`config.mk`:
```
export PLATFORM = sky130hd
export DESIGN_NAME = cwa_axis
export DESIGN_NICKNAME = d
export VERILOG_FILES = /design/src/rtl/core/cwa_pkg.sv /design/src/rtl/core/cwa_rem_pipe.sv /design/src/rtl/core/cwa_axis.sv
export SDC_FILE = /design/constraint.sdc
export NUM_CORES = 2
export LEC_CHECK = 0
export BUFFER_PORTS_ARGS = -buffer_cell sky130_fd_sc_hd__buf_2
export CORE_MARGIN = 5
export CORE_UTILIZATION = 40
export CTS_BUF_LIST = sky130_fd_sc_hd__clkbuf_4 sky130_fd_sc_hd__clkbuf_8
export CTS_CLUSTER_DIAMETER = 100
export DETAILED_ROUTE_END_ITERATION = 10
export SLEW_MARGIN = 30
export SYNTH_ARGS = -nofsm -noshare
export SYNTH_HDL_FRONTEND = slang
export SYNTH_SLANG_ARGS = --single-unit
export TNS_END_PERCENT = 100
```
`constraint.sdc`:
```
create_clock -name clock -period 9.22 [get_ports clock]
set_input_delay 0.922 -clock clock [delete_from_list [all_inputs] [get_ports clock]]
set_output_delay 0.922 -clock clock [all_outputs]
set_load 0.05 [all_outputs]
```
`src/rtl/core/cwa_pkg.sv`:
```
`default_nettype none
package cwa_pkg;

   localparam int STEP_BITS  = 12;
   localparam int OUT_BITS   = 14;
   localparam int INDEX_BITS = 3;

   typedef enum logic [INDEX_BITS-1:0] {
      CSR_MODE       = 3'd0,
      CSR_POS_STEP_X = 3'd1,
      CSR_POS_STEP_Y = 3'd2,
      CSR_SIZE_STEP_X = 3'd3,
      CSR_SIZE_STEP_Y = 3'd4,
      CSR_FRAME_W    = 3'd5,
      CSR_FRAME_H    = 3'd6,
      CSR_UNUSED     = 3'd7
   } csr_index_type;

   localparam logic [STEP_BITS-1:0] POS_STEP_RESET  = 12'd1;
   localparam logic [STEP_BITS-1:0] SIZE_STEP_RESET = 12'd1;
   localparam logic [STEP_BITS-1:0] FRAME_W_RESET   = 12'd640;
   localparam logic [STEP_BITS-1:0] FRAME_H_RESET   = 12'd480;

endpackage
`default_nettype wire

```
`src/rtl/core/cwa_rem_pipe.sv`:
```
`default_nettype none
module cwa_rem_pipe #(
   parameter int NUM_BITS  = 12,
   parameter int SIDE_BITS = 1
) (
   input  wire logic                               clock,
   input  wire logic                               reset,
   input  wire logic                               in_valid,
   input  wire logic [NUM_BITS-1:0]                in_num,
   input  wire logic [cwa_pkg::STEP_BITS-1:0]      in_div,
   input  wire logic [SIDE_BITS-1:0]               in_side,
   output logic                                    out_valid,
   output logic [cwa_pkg::STEP_BITS-1:0]           out_rem,
   output logic [SIDE_BITS-1:0]                    out_side
);

   localparam int SB = cwa_pkg::STEP_BITS;

   logic [NUM_BITS:0]   valid_w;
   logic [SB-1:0]       rem_w  [NUM_BITS+1];
   logic [NUM_BITS-1:0] num_w  [NUM_BITS+1];
   logic [SIDE_BITS-1:0] side_w [NUM_BITS+1];

   assign valid_w[0] = in_valid;
   assign rem_w[0]   = '0;
   assign num_w[0]   = in_num;
   assign side_w[0]  = in_side;

   // restoring remainder, one dividend bit per stage
   for (genvar k = 0; k < NUM_BITS; k++) begin : g_stage
      logic [SB:0]          trial;
      logic [SB:0]          diff;
      logic [SB-1:0]        rem_in;
      logic                 valid_ff;
      logic [SB-1:0]        rem_ff;
      logic [NUM_BITS-1:0]  num_ff;
      logic [SIDE_BITS-1:0] side_ff;

      always_comb begin
         trial  = {rem_w[k], num_w[k][NUM_BITS-1-k]};
         diff   = trial - {1'b0, in_div};
         rem_in = (trial >= {1'b0, in_div}) ? diff[SB-1:0] : trial[SB-1:0];
      end

      always_ff @(posedge clock) begin
         if (reset) begin
            valid_ff <= 1'b0;
         end else begin
            valid_ff <= valid_w[k];
         end
         rem_ff  <= rem_in;
         num_ff  <= num_w[k];
         side_ff <= side_w[k];
      end

      assign valid_w[k+1] = valid_ff;
      assign rem_w[k+1]   = rem_ff;
      assign num_w[k+1]   = num_ff;
      assign side_w[k+1]  = side_ff;
   end

   assign out_valid = valid_w[NUM_BITS];
   assign out_rem   = rem_w[NUM_BITS];
   assign out_side  = side_w[NUM_BITS];

endmodule
`default_nettype wire

```
`src/rtl/core/cwa_axis.sv`:
```
`default_nettype none
module cwa_axis #(
   parameter int COORD_BITS = 12
) (
   input  wire logic                               clock,
   input  wire logic                               reset,
   input  wire logic                               in_valid,
   input  wire logic [COORD_BITS-1:0]              a,
   input  wire logic [COORD_BITS-1:0]              b,
   input  wire logic [cwa_pkg::STEP_BITS-1:0]      pos_step,
   input  wire logic [cwa_pkg::STEP_BITS-1:0]      size_step,
   input  wire logic [cwa_pkg::STEP_BITS-1:0]      frame,
   input  wire logic                               recentre,
   input  wire logic                               mode_on,
   output logic                                    out_valid,
   output logic signed [cwa_pkg::OUT_BITS-1:0]     origin,
   output logic signed [cwa_pkg::OUT_BITS-1:0]     extent
);

   localparam int CB = COORD_BITS;
   localparam int SB = cwa_pkg::STEP_BITS;
   localparam int OB = cwa_pkg::OUT_BITS;
   localparam int MX = (CB > SB) ? CB : SB;
   localparam int EW = MX + 1;
   localparam int MB = MX + 2;
   localparam int WW = MX + 4;

   // origin remainder
   logic          va;
   logic [SB-1:0] ra;
   logic [2*CB-1:0] sa;

   cwa_rem_pipe #(.NUM_BITS(CB), .SIDE_BITS(2*CB)) u_rem_org (
      .clock, .reset,
      .in_valid(in_valid), .in_num(a), .in_div(pos_step), .in_side({a, b}),
      .out_valid(va), .out_rem(ra), .out_side(sa)
   );

   logic signed [WW-1:0] a_s, b_s, ra_s, p_s, d_s;
   logic                 v1_ff;
   logic [CB-1:0]        a1_ff, b1_ff, p1_ff;
   logic signed [WW-1:0] d1_ff;

   always_comb begin
      a_s  = WW'(sa[2*CB-1:CB]);
      b_s  = WW'(sa[CB-1:0]);
      ra_s = WW'(ra);
      p_s  = a_s - ra_s;
      d_s  = b_s - p_s;
   end

   always_ff @(posedge clock) begin
      if (reset) begin
         v1_ff <= 1'b0;
      end else begin
         v1_ff <= va;
      end
      a1_ff <= sa[2*CB-1:CB];
      b1_ff <= sa[CB-1:0];
      p1_ff <= p_s[CB-1:0];
      d1_ff <= d_s;
   end

   // extent remainder
   logic          d_pos;
   logic [CB-1:0] d_num;
   logic          vb;
   logic [SB-1:0] rb;
   logic [3*CB:0] sb_side;

   assign d_pos = (d1_ff > 0);
   assign d_num = d_pos ? d1_ff[CB-1:0] : '0;

   cwa_rem_pipe #(.NUM_BITS(CB), .SIDE_BITS(3*CB+1)) u_rem_ext (
      .clock, .reset,
      .in_valid(v1_ff), .in_num(d_num), .in_div(size_step),
      .in_side({a1_ff, b1_ff, p1_ff, d_pos}),
      .out_valid(vb), .out_rem(rb), .out_side(sb_side)
   );

   logic signed [WW-1:0] a2_s, b2_s, p2_s, d2_s, ss_s, rb_s, e_s, h_s, half_s, mv_s;
   logic                 v2_ff;
   logic [CB-1:0]        a2_ff, b2_ff, p2_ff;
   logic [EW-1:0]        e2_ff;
   logic signed [WW-1:0] mv2_ff;

   always_comb begin
      a2_s = WW'(sb_side[3*CB:2*CB+1]);
      b2_s = WW'(sb_side[2*CB:CB+1]);
      p2_s = WW'(sb_side[CB:1]);
      ss_s = WW'(size_step);
      rb_s = WW'(rb);
      d2_s = b2_s - p2_s;
      if (!sb_side[0]) begin
         e_s = ss_s;
      end else if (rb != '0) begin
         e_s = d2_s + ss_s - rb_s;
      end else begin
         e_s = d2_s;
      end
      h_s    = b2_s - a2_s;
      half_s = (h_s + $signed(WW'(h_s[WW-1]))) >>> 1;
      mv_s   = half_s + a2_s - p2_s - (e_s >>> 1);
   end

   always_ff @(posedge clock) begin
      if (reset) begin
         v2_ff <= 1'b0;
      end else begin
         v2_ff <= vb;
      end
      a2_ff  <= sb_side[3*CB:2*CB+1];
      b2_ff  <= sb_side[2*CB:CB+1];
      p2_ff  <= sb_side[CB:1];
      e2_ff  <= e_s[EW-1:0];
      mv2_ff <= mv_s;
   end

   // recentre move remainder
   logic                 mv_neg;
   logic signed [WW-1:0] mv_abs;
   logic                 vc;
   logic [SB-1:0]        rc;
   logic [MB+3*CB+EW:0]  sc;

   assign mv_neg = mv2_ff[WW-1];
   assign mv_abs = mv_neg ? -mv2_ff : mv2_ff;

   cwa_rem_pipe #(.NUM_BITS(MB), .SIDE_BITS(MB+3*CB+EW+1)) u_rem_mv (
      .clock, .reset,
      .in_valid(v2_ff), .in_num(mv_abs[MB-1:0]), .in_div(pos_step),
      .in_side({mv_abs[MB-1:0], a2_ff, b2_ff, p2_ff, e2_ff, mv_neg}),
      .out_valid(vc), .out_rem(rc), .out_side(sc)
   );

   logic signed [WW-1:0] a3_s, b3_s, p3_s, e3_s, q_s, mvq_s, fr_s, org_s;
   logic [MB-1:0]        mag;
   logic                 v3_ff;
   logic [OB-1:0]        org_ff, ext_ff;

   always_comb begin
      a3_s = WW'(sc[3*CB+EW:2*CB+EW+1]);
      b3_s = WW'(sc[2*CB+EW:CB+EW+1]);
      p3_s = WW'(sc[CB+EW:EW+1]);
      e3_s = WW'(sc[EW:1]);
      fr_s = WW'(frame);
      mag  = sc[MB+3*CB+EW:3*CB+EW+1];
      q_s  = WW'(mag) - WW'(rc);
      mvq_s = sc[0] ? -q_s : q_s;
      org_s = recentre ? (p3_s + mvq_s) : p3_s;
      if (org_s < 0) begin
         org_s = '0;
      end
      if (org_s + e3_s - WW'(1) > fr_s) begin
         org_s = fr_s - e3_s;
      end
   end

   always_ff @(posedge clock) begin
      if (reset) begin
         v3_ff <= 1'b0;
      end else begin
         v3_ff <= vc;
      end
      if (mode_on) begin
         org_ff <= org_s[OB-1:0];
         ext_ff <= e3_s[OB-1:0];
      end else begin
         org_ff <= a3_s[OB-1:0];
         ext_ff <= 14'(b3_s - a3_s);
      end
   end

   assign out_valid = v3_ff;
   assign origin    = org_ff;
   assign extent    = ext_ff;

endmodule
`default_nettype wire

```
[Word level (Yosys, flattened, before mapping)]
Cells that the tools add are included.
Word-level totals
  memory bits (writable): 0
  output and inout bits: 29
  word-level logic and storage cells: 314
  input port bits: 65
  memories: 0
  flip-flop bits (word level): 2491
  ROM bits: 0
  bits in latches: 0
Operators by class
  shift-type cells: 0
  magnitude comparators: 41
  add/subtract/negate cells: 56
  divide/modulo/power cells: 0
  multipliers: 0
  mux-type cells: 48
  reductions and logical operators: 1
  equal/unequal tests: 0
  bitwise gates (word level): 0
Operators with widths (number)
  13-bit by 12-bit >= comparator with 1-bit output: 35
  12-bit 2-to-1 mux: 37
  12-bit subtractor: 35
  16-bit 2-to-1 mux: 5
  12-bit by 12-bit subtractor with 13-bit output: 4
  1-bit by 12-bit >= comparator with 1-bit output: 3
  1-bit by 12-bit subtractor with 12-bit output: 3
  14-bit by 13-bit subtractor with 15-bit output: 2
  13-bit by 13-bit adder with 14-bit output: 2
  14-bit 2-to-1 mux: 2
  13-bit by 16-bit adder with 16-bit output: 1
  16-bit by 14-bit adder with 16-bit output: 1
  16-bit by 13-bit greater-than comparator with 1-bit output: 1
  16-bit by 1-bit less-than comparator with 1-bit output, second input constant: 1
  15-bit negator with 16-bit output: 1
  15-bit by 15-bit subtractor with 16-bit output: 1
  16-bit by 2-bit subtractor with 16-bit output, second input constant: 1
  14-bit by 12-bit subtractor with 15-bit output: 1
  13-bit by 2-bit adder with 14-bit output: 1
  14-bit by 1-bit greater-than comparator with 1-bit output, second input constant: 1
  14-bit negator: 1
  12-bit by 13-bit subtractor with 14-bit output: 1
  13-bit by 13-bit subtractor with 14-bit output: 1
  13-bit 2-to-1 mux: 1
  2 further kinds: 4

[Longest topological paths before layout]
  depth in word-level cells: 12
  mapped depth: 42
  gate-level depth less buffers: 41

[Hierarchy]
Synthesis repeated with hierarchy kept, for this count alone.
Unflattened totals
  cells, all modules: 6925
  area total of the unflattened synthesis: 82735.6 um^2
Modules (own cells, without submodules)
  cwa_rem_pipe (u_rem_mv): times used 1, cells an instance 2344, area an instance 32228.4 um^2, seq. area each 23402.4 um^2
  cwa_rem_pipe (u_rem_ext): times used 1, cells an instance 1668, area an instance 20743.6 um^2, seq. area each 13332.8 um^2
  cwa_rem_pipe (u_rem_org): times used 1, cells an instance 1474, area an instance 17653.2 um^2, seq. area each 10209.8 um^2
  cwa_axis: times used 1, cells an instance 1439, area an instance 12110.4 um^2, seq. area each 2902.8 um^2

[Worst setup path after synthesis]
No wires, ideal clock.
  kind: flip-flop to flip-flop
  start: register u_rem_mv.g_stage[13].side_ff[50] (netlist: u_rem_mv.out_side[50])
  end: register org_ff[10] (netlist: origin[10])
  required time: 9.141 ns
  arrival time: 7.705 ns
  setup slack: 1.436 ns
  period minus slack after synthesis: 7.784 ns
  stages on the path, launching flop included: 41
  path buffers: 2
  path through: dfxtp_1 inv_1 ha_1 fa_1 nand2b_1 a21oi_1 xor2_1 or4_1 nand3b_1 o21ai_0 xnor2_1 ha_1 nand2_1 o21ai_0 a21oi_1 nand4b_2 nand3_1 clkbuf_1 [... 5 more ...] o21ai_0 nand2b_1 a21o_1 a31oi_1 nor2b_1 nor2_1 xnor2_1 ha_1 a21o_1 a21o_1 a21oi_1 o21ai_0 o31a_1 a2111oi_0 a221oi_4 nand2b_1 buf_6 o221ai_2
On the way
  word-level cells in the longest chain between the ends: 12
Ends and longest elaborated chain
  from (decl): line cwa_rem_pipe.sv:37  | logic [SIDE_BITS-1:0] side_ff;
  from (signal assigned): line cwa_rem_pipe.sv:53  | side_ff <= side_w[k];
  14-bit by 12-bit subtractor with 15-bit output *: line cwa_axis.sv:148  | q_s = WW'(mag) - WW'(rc);
  15-bit negator with 16-bit output: line cwa_axis.sv:149  | mvq_s = sc[0] ? -q_s : q_s;
  16-bit 2-to-1 mux *: line cwa_axis.sv:149
  13-bit by 16-bit adder with 16-bit output *: line cwa_axis.sv:150  | org_s = recentre ? (p3_s + mvq_s) : p3_s;
  16-bit 2-to-1 mux *: line cwa_axis.sv:150
  16-bit by 1-bit less-than comparator with 1-bit output: line cwa_axis.sv:151  | if (org_s < 0) begin
  16-bit 2-to-1 mux *: line cwa_axis.sv:151
  16-bit by 14-bit adder with 16-bit output: line cwa_axis.sv:154  | if (org_s + e3_s - WW'(1) > fr_s) begin
  16-bit by 2-bit subtractor with 16-bit output: line cwa_axis.sv:154
  16-bit by 13-bit greater-than comparator with 1-bit output: line cwa_axis.sv:154
  14-bit 2-to-1 mux *: line cwa_axis.sv:154
  12-bit 2-to-1 mux *: line cwa_axis.sv:165  | if (mode_on) begin
  to (signal assigned): line cwa_axis.sv:166  | org_ff <= org_s[OB-1:0];
  to (signal assigned): line cwa_axis.sv:169  | org_ff <= a3_s[OB-1:0];
  to (decl): line cwa_axis.sv:139  | logic [OB-1:0] org_ff, ext_ff;
Every way passes the cells marked *; elsewhere a longest branch is shown, timed or not.
A chain may end at the register's enable or synchronous reset.

[Worst setup path after layout]
  start: register u_rem_mv.g_stage[13].side_ff[50] (netlist: u_rem_mv.out_side[50])
  end: register org_ff[8] (netlist: origin[8])
The elaborated chain is that of the path after synthesis.

==> flow_metrics.tcl <==
set metrics [dict create \
    status "completed" \
    drive_above_1_share_pct 12.0 \
    rsz0062_at_grt "false" \
    grt_start_max_net_pins 55 \
    synth_seq_cells 2333 \
    cp_max_fo 10 \
    cp-end-kind "register" \
    fin_crit_sh_pct 91.0 \
    synth_ff_type "dfxtp_1" \
    grt_overflow 0 \
    clk_path_buf_depth 4 \
    hold_violations 0 \
    yosys.area.top_type "dfxtp_1" \
    async_reset_ff_share_pct 0 \
    die_w_um 451 \
    drt_pass1_iterations 5 \
    clock_sinks 2333 \
    port_buffers 93 \
    htreeDepth 5 \
    clkTransAtPathRegs_ns 0.06 \
    drv_slew 0 \
    hpwl_um 103000 \
    clock_skew_ns 0.0851 \
    postSynthAreaPerCell_um2 11.1 \
    ant_nets 0 \
    design.core.area_um2 193000 \
    io_pins 94 \
    groute.usage.overall_pct 14.3 \
    numCtsBuffers 369 \
    antenna_found_initial 3 \
    wl_met3_um 5790 \
    finalCriticalPeriod_ns 8.39 \
    synth_edf_count 0 \
    slowest_delay_ns 0.50 \
    fin_tns_setup_ns 0 \
    finalSetupViolations 0 \
    drtIter0Drc 2059 \
    synthTopCellsByArea "dfxtp_1 (60%), ha_1 (9.6%), o21ai_0 (4.0%), nand2_1 (3.2%), inv_1 (2.7%)" \
    yosys_warnings 0 \
    yosysSeqAreaShare_pct 60.1 \
    clock_insertion_delay_worst_skew_ns 0.98 \
    syn-num-nets 7756 \
    worstMarginPinSlew_ns 1.06 \
    dieArea_um2 203000 \
    holdWs_ns 0.214 \
    synthDistinctLibCells 75 \
    drc 0 \
    wl_um 146000 \
    path_class "register to register" \
    gp_congestion 0.832 \
    grt_pass1_vias 47800 \
    cp.arrival_ns 9.25 \
    fin_util_pct 46.4 \
    grt_pass1_wl_um 239000 \
    layout.nets 8192 \
    cts_root_buf "clkbuf_8" \
    routed-via-count 47500 \
    viasPerCell 4.64 \
    hold_class "input port to register" \
    worst-endpoint-required_ns 10.08 \
    relSlewSlack_pct 28.9 \
    syn_area_um2 77700 \
    wl_per_cell_um 14.3 \
    start_util_pct 40.3 \
    synth_top_area_share_pct 60.1 \
    area.growth.synth_to_final_pct 15.3 \
    route.met2.wl_um 69100 \
    syn_inst 7012 \
    final_cell_mix "dfxtp_1 (2333), nand2_1 (655), ha_1 (599)" \
    fmax_mhz 119 \
    rows 161 \
    die_h_um 451 \
    layout_commonest_cell "dfxtp_1" \
    crit_path_frequent_cell "ha_1" \
    wl_met1_um 66000 \
    top_layer "met4" \
    critPathLaunchType "register" \
    max_cap_viol_count 0 \
    tritoncts "done" \
    slowest_stage "nor4_1" \
]
-- worst max-delay path, delay by kind of cell (launching register included) --
family | cells | cell delay, ns
AO/OA/AOI/OAI | 18 | 3.35
AND/OR/NAND/NOR | 10 | 2.17
adder cells (fa/ha/maj) | 6 | 1.66
buffers and inverters | 3 | 0.36
XOR/XNOR | 3 | 0.46
flip-flops | 1 | 0.31
-- metrics by stage --
step | std cells | worst slack (ns) | cell area [µm²]
CTS | 10200 | 0.117 | 89500
finish | 10200 | 0.828 | 89600
global route | 10200 | 0.130 | 89600
global placement | 9577 | 0.306 | 81300
detailed placement | 9577 | 0.205 | 81400
floorplan | 7012 | 1.44 | 77700
-- metal layers --
layer	vias to the layer above	GRT usage, %
met2	819	24.3
met5	-	0
met1	21800	17.6
met4	0	6.31
li1	24600	-
met3	335	2.71
-- cell usage after synthesis (4+ instances only) --
master and count:
nor2b_1 176, and3_1 13, clkbuf_1 97, nand2_1 655
a31oi_1 10, a21oi_1 201, nand4b_1 5, xnor2_1 191
o21ai_0 616, and2_1 9, dfxtp_1 2333, mux2i_1 63
o221ai_2 10, o21bai_1 21, o31ai_1 194, nor3_1 22
ha_1 599, or2_2 105, or4_1 5, o31a_1 17
or3_1 7, nor2_1 308, buf_2 4, a21o_1 56
o211ai_1 20, nand2b_1 46, nor4_1 19, xor2_1 107
o21a_1 51, a21boi_0 164, nand3_1 34, a211oi_1 42
inv_1 559, nand4_1 113, o221ai_1 4, fa_1 80
-- path summary, 6_finish.rpt --
check	startpoint	end	slack, ns	cells after the start
min	in_valid	u_rem_org.g_stage[0].valid_ff	0.21	2
min reg2reg	u_rem_org.g_stage[9].side_ff[16]	u_rem_org.g_stage[10].side_ff[16]	0.25	0
max reg2reg	u_rem_mv.out_side[50]	origin[8]	0.83	40
max	u_rem_mv.out_side[50]	origin[8]	0.83	40
-- state kept, by name, summed over array words and instances (netlist names), 13 cells and up --
register                   flops
mv2_ff                        15
u_rem_ext.g_stage.side_ff    407
e2_ff                         13
u_rem_org.out_side            24
d1_ff                         14
u_rem_mv.g_stage.valid_ff     13
u_rem_org.g_stage.side_ff    209
u_rem_org.g_stage.num_ff      55
u_rem_ext.g_stage.num_ff      66
u_rem_mv.out_side             64
u_rem_mv.g_stage.side_ff     754
u_rem_ext.g_stage.rem_ff     132
extent                        14
u_rem_mv.g_stage.rem_ff      156
u_rem_org.g_stage.rem_ff     132
u_rem_mv.g_stage.num_ff       78
origin                        14
u_rem_ext.out_side            37
-- timing repair --
action | in CTS | in global routing
endpoints found under the hold margin | 23 | 0
setup buffers | 0 | 3
gates resized for setup | 0 | 3
hold buffers | 23 | 0
setup endpoints to repair | 0 | 14
-- cell families (layout without fill, tap and decap cells) --
group	Yosys count	count (layout)	share of synthesized area, %
and+or+nand+nor	1534	1534	9.24
other	0	13	0
AOI/OAI and AO/OA	1439	1439	11.5
buffers and inverters	665	1356	3.24
DFF	2333	2333	60.1
xor gates and xnor gates	298	298	3.36
muxes	64	64	0.826
adders and majority gates	679	679	11.7
-- layout make-up --
class,count,area [µm²]
clock inverters,77,940
multi-input cells,4014,28600
inverters,560,2100
flip-flops and latches,2333,46700
clock buffers,549,6990
fillers,17600,103000
repair buffers,170,1100
well taps,2526,3160
diodes,13,32.5
Power is left out: the tool's default activity adds up to more than one toggle a clock period on the data nets, which glitch-free logic cannot reach.
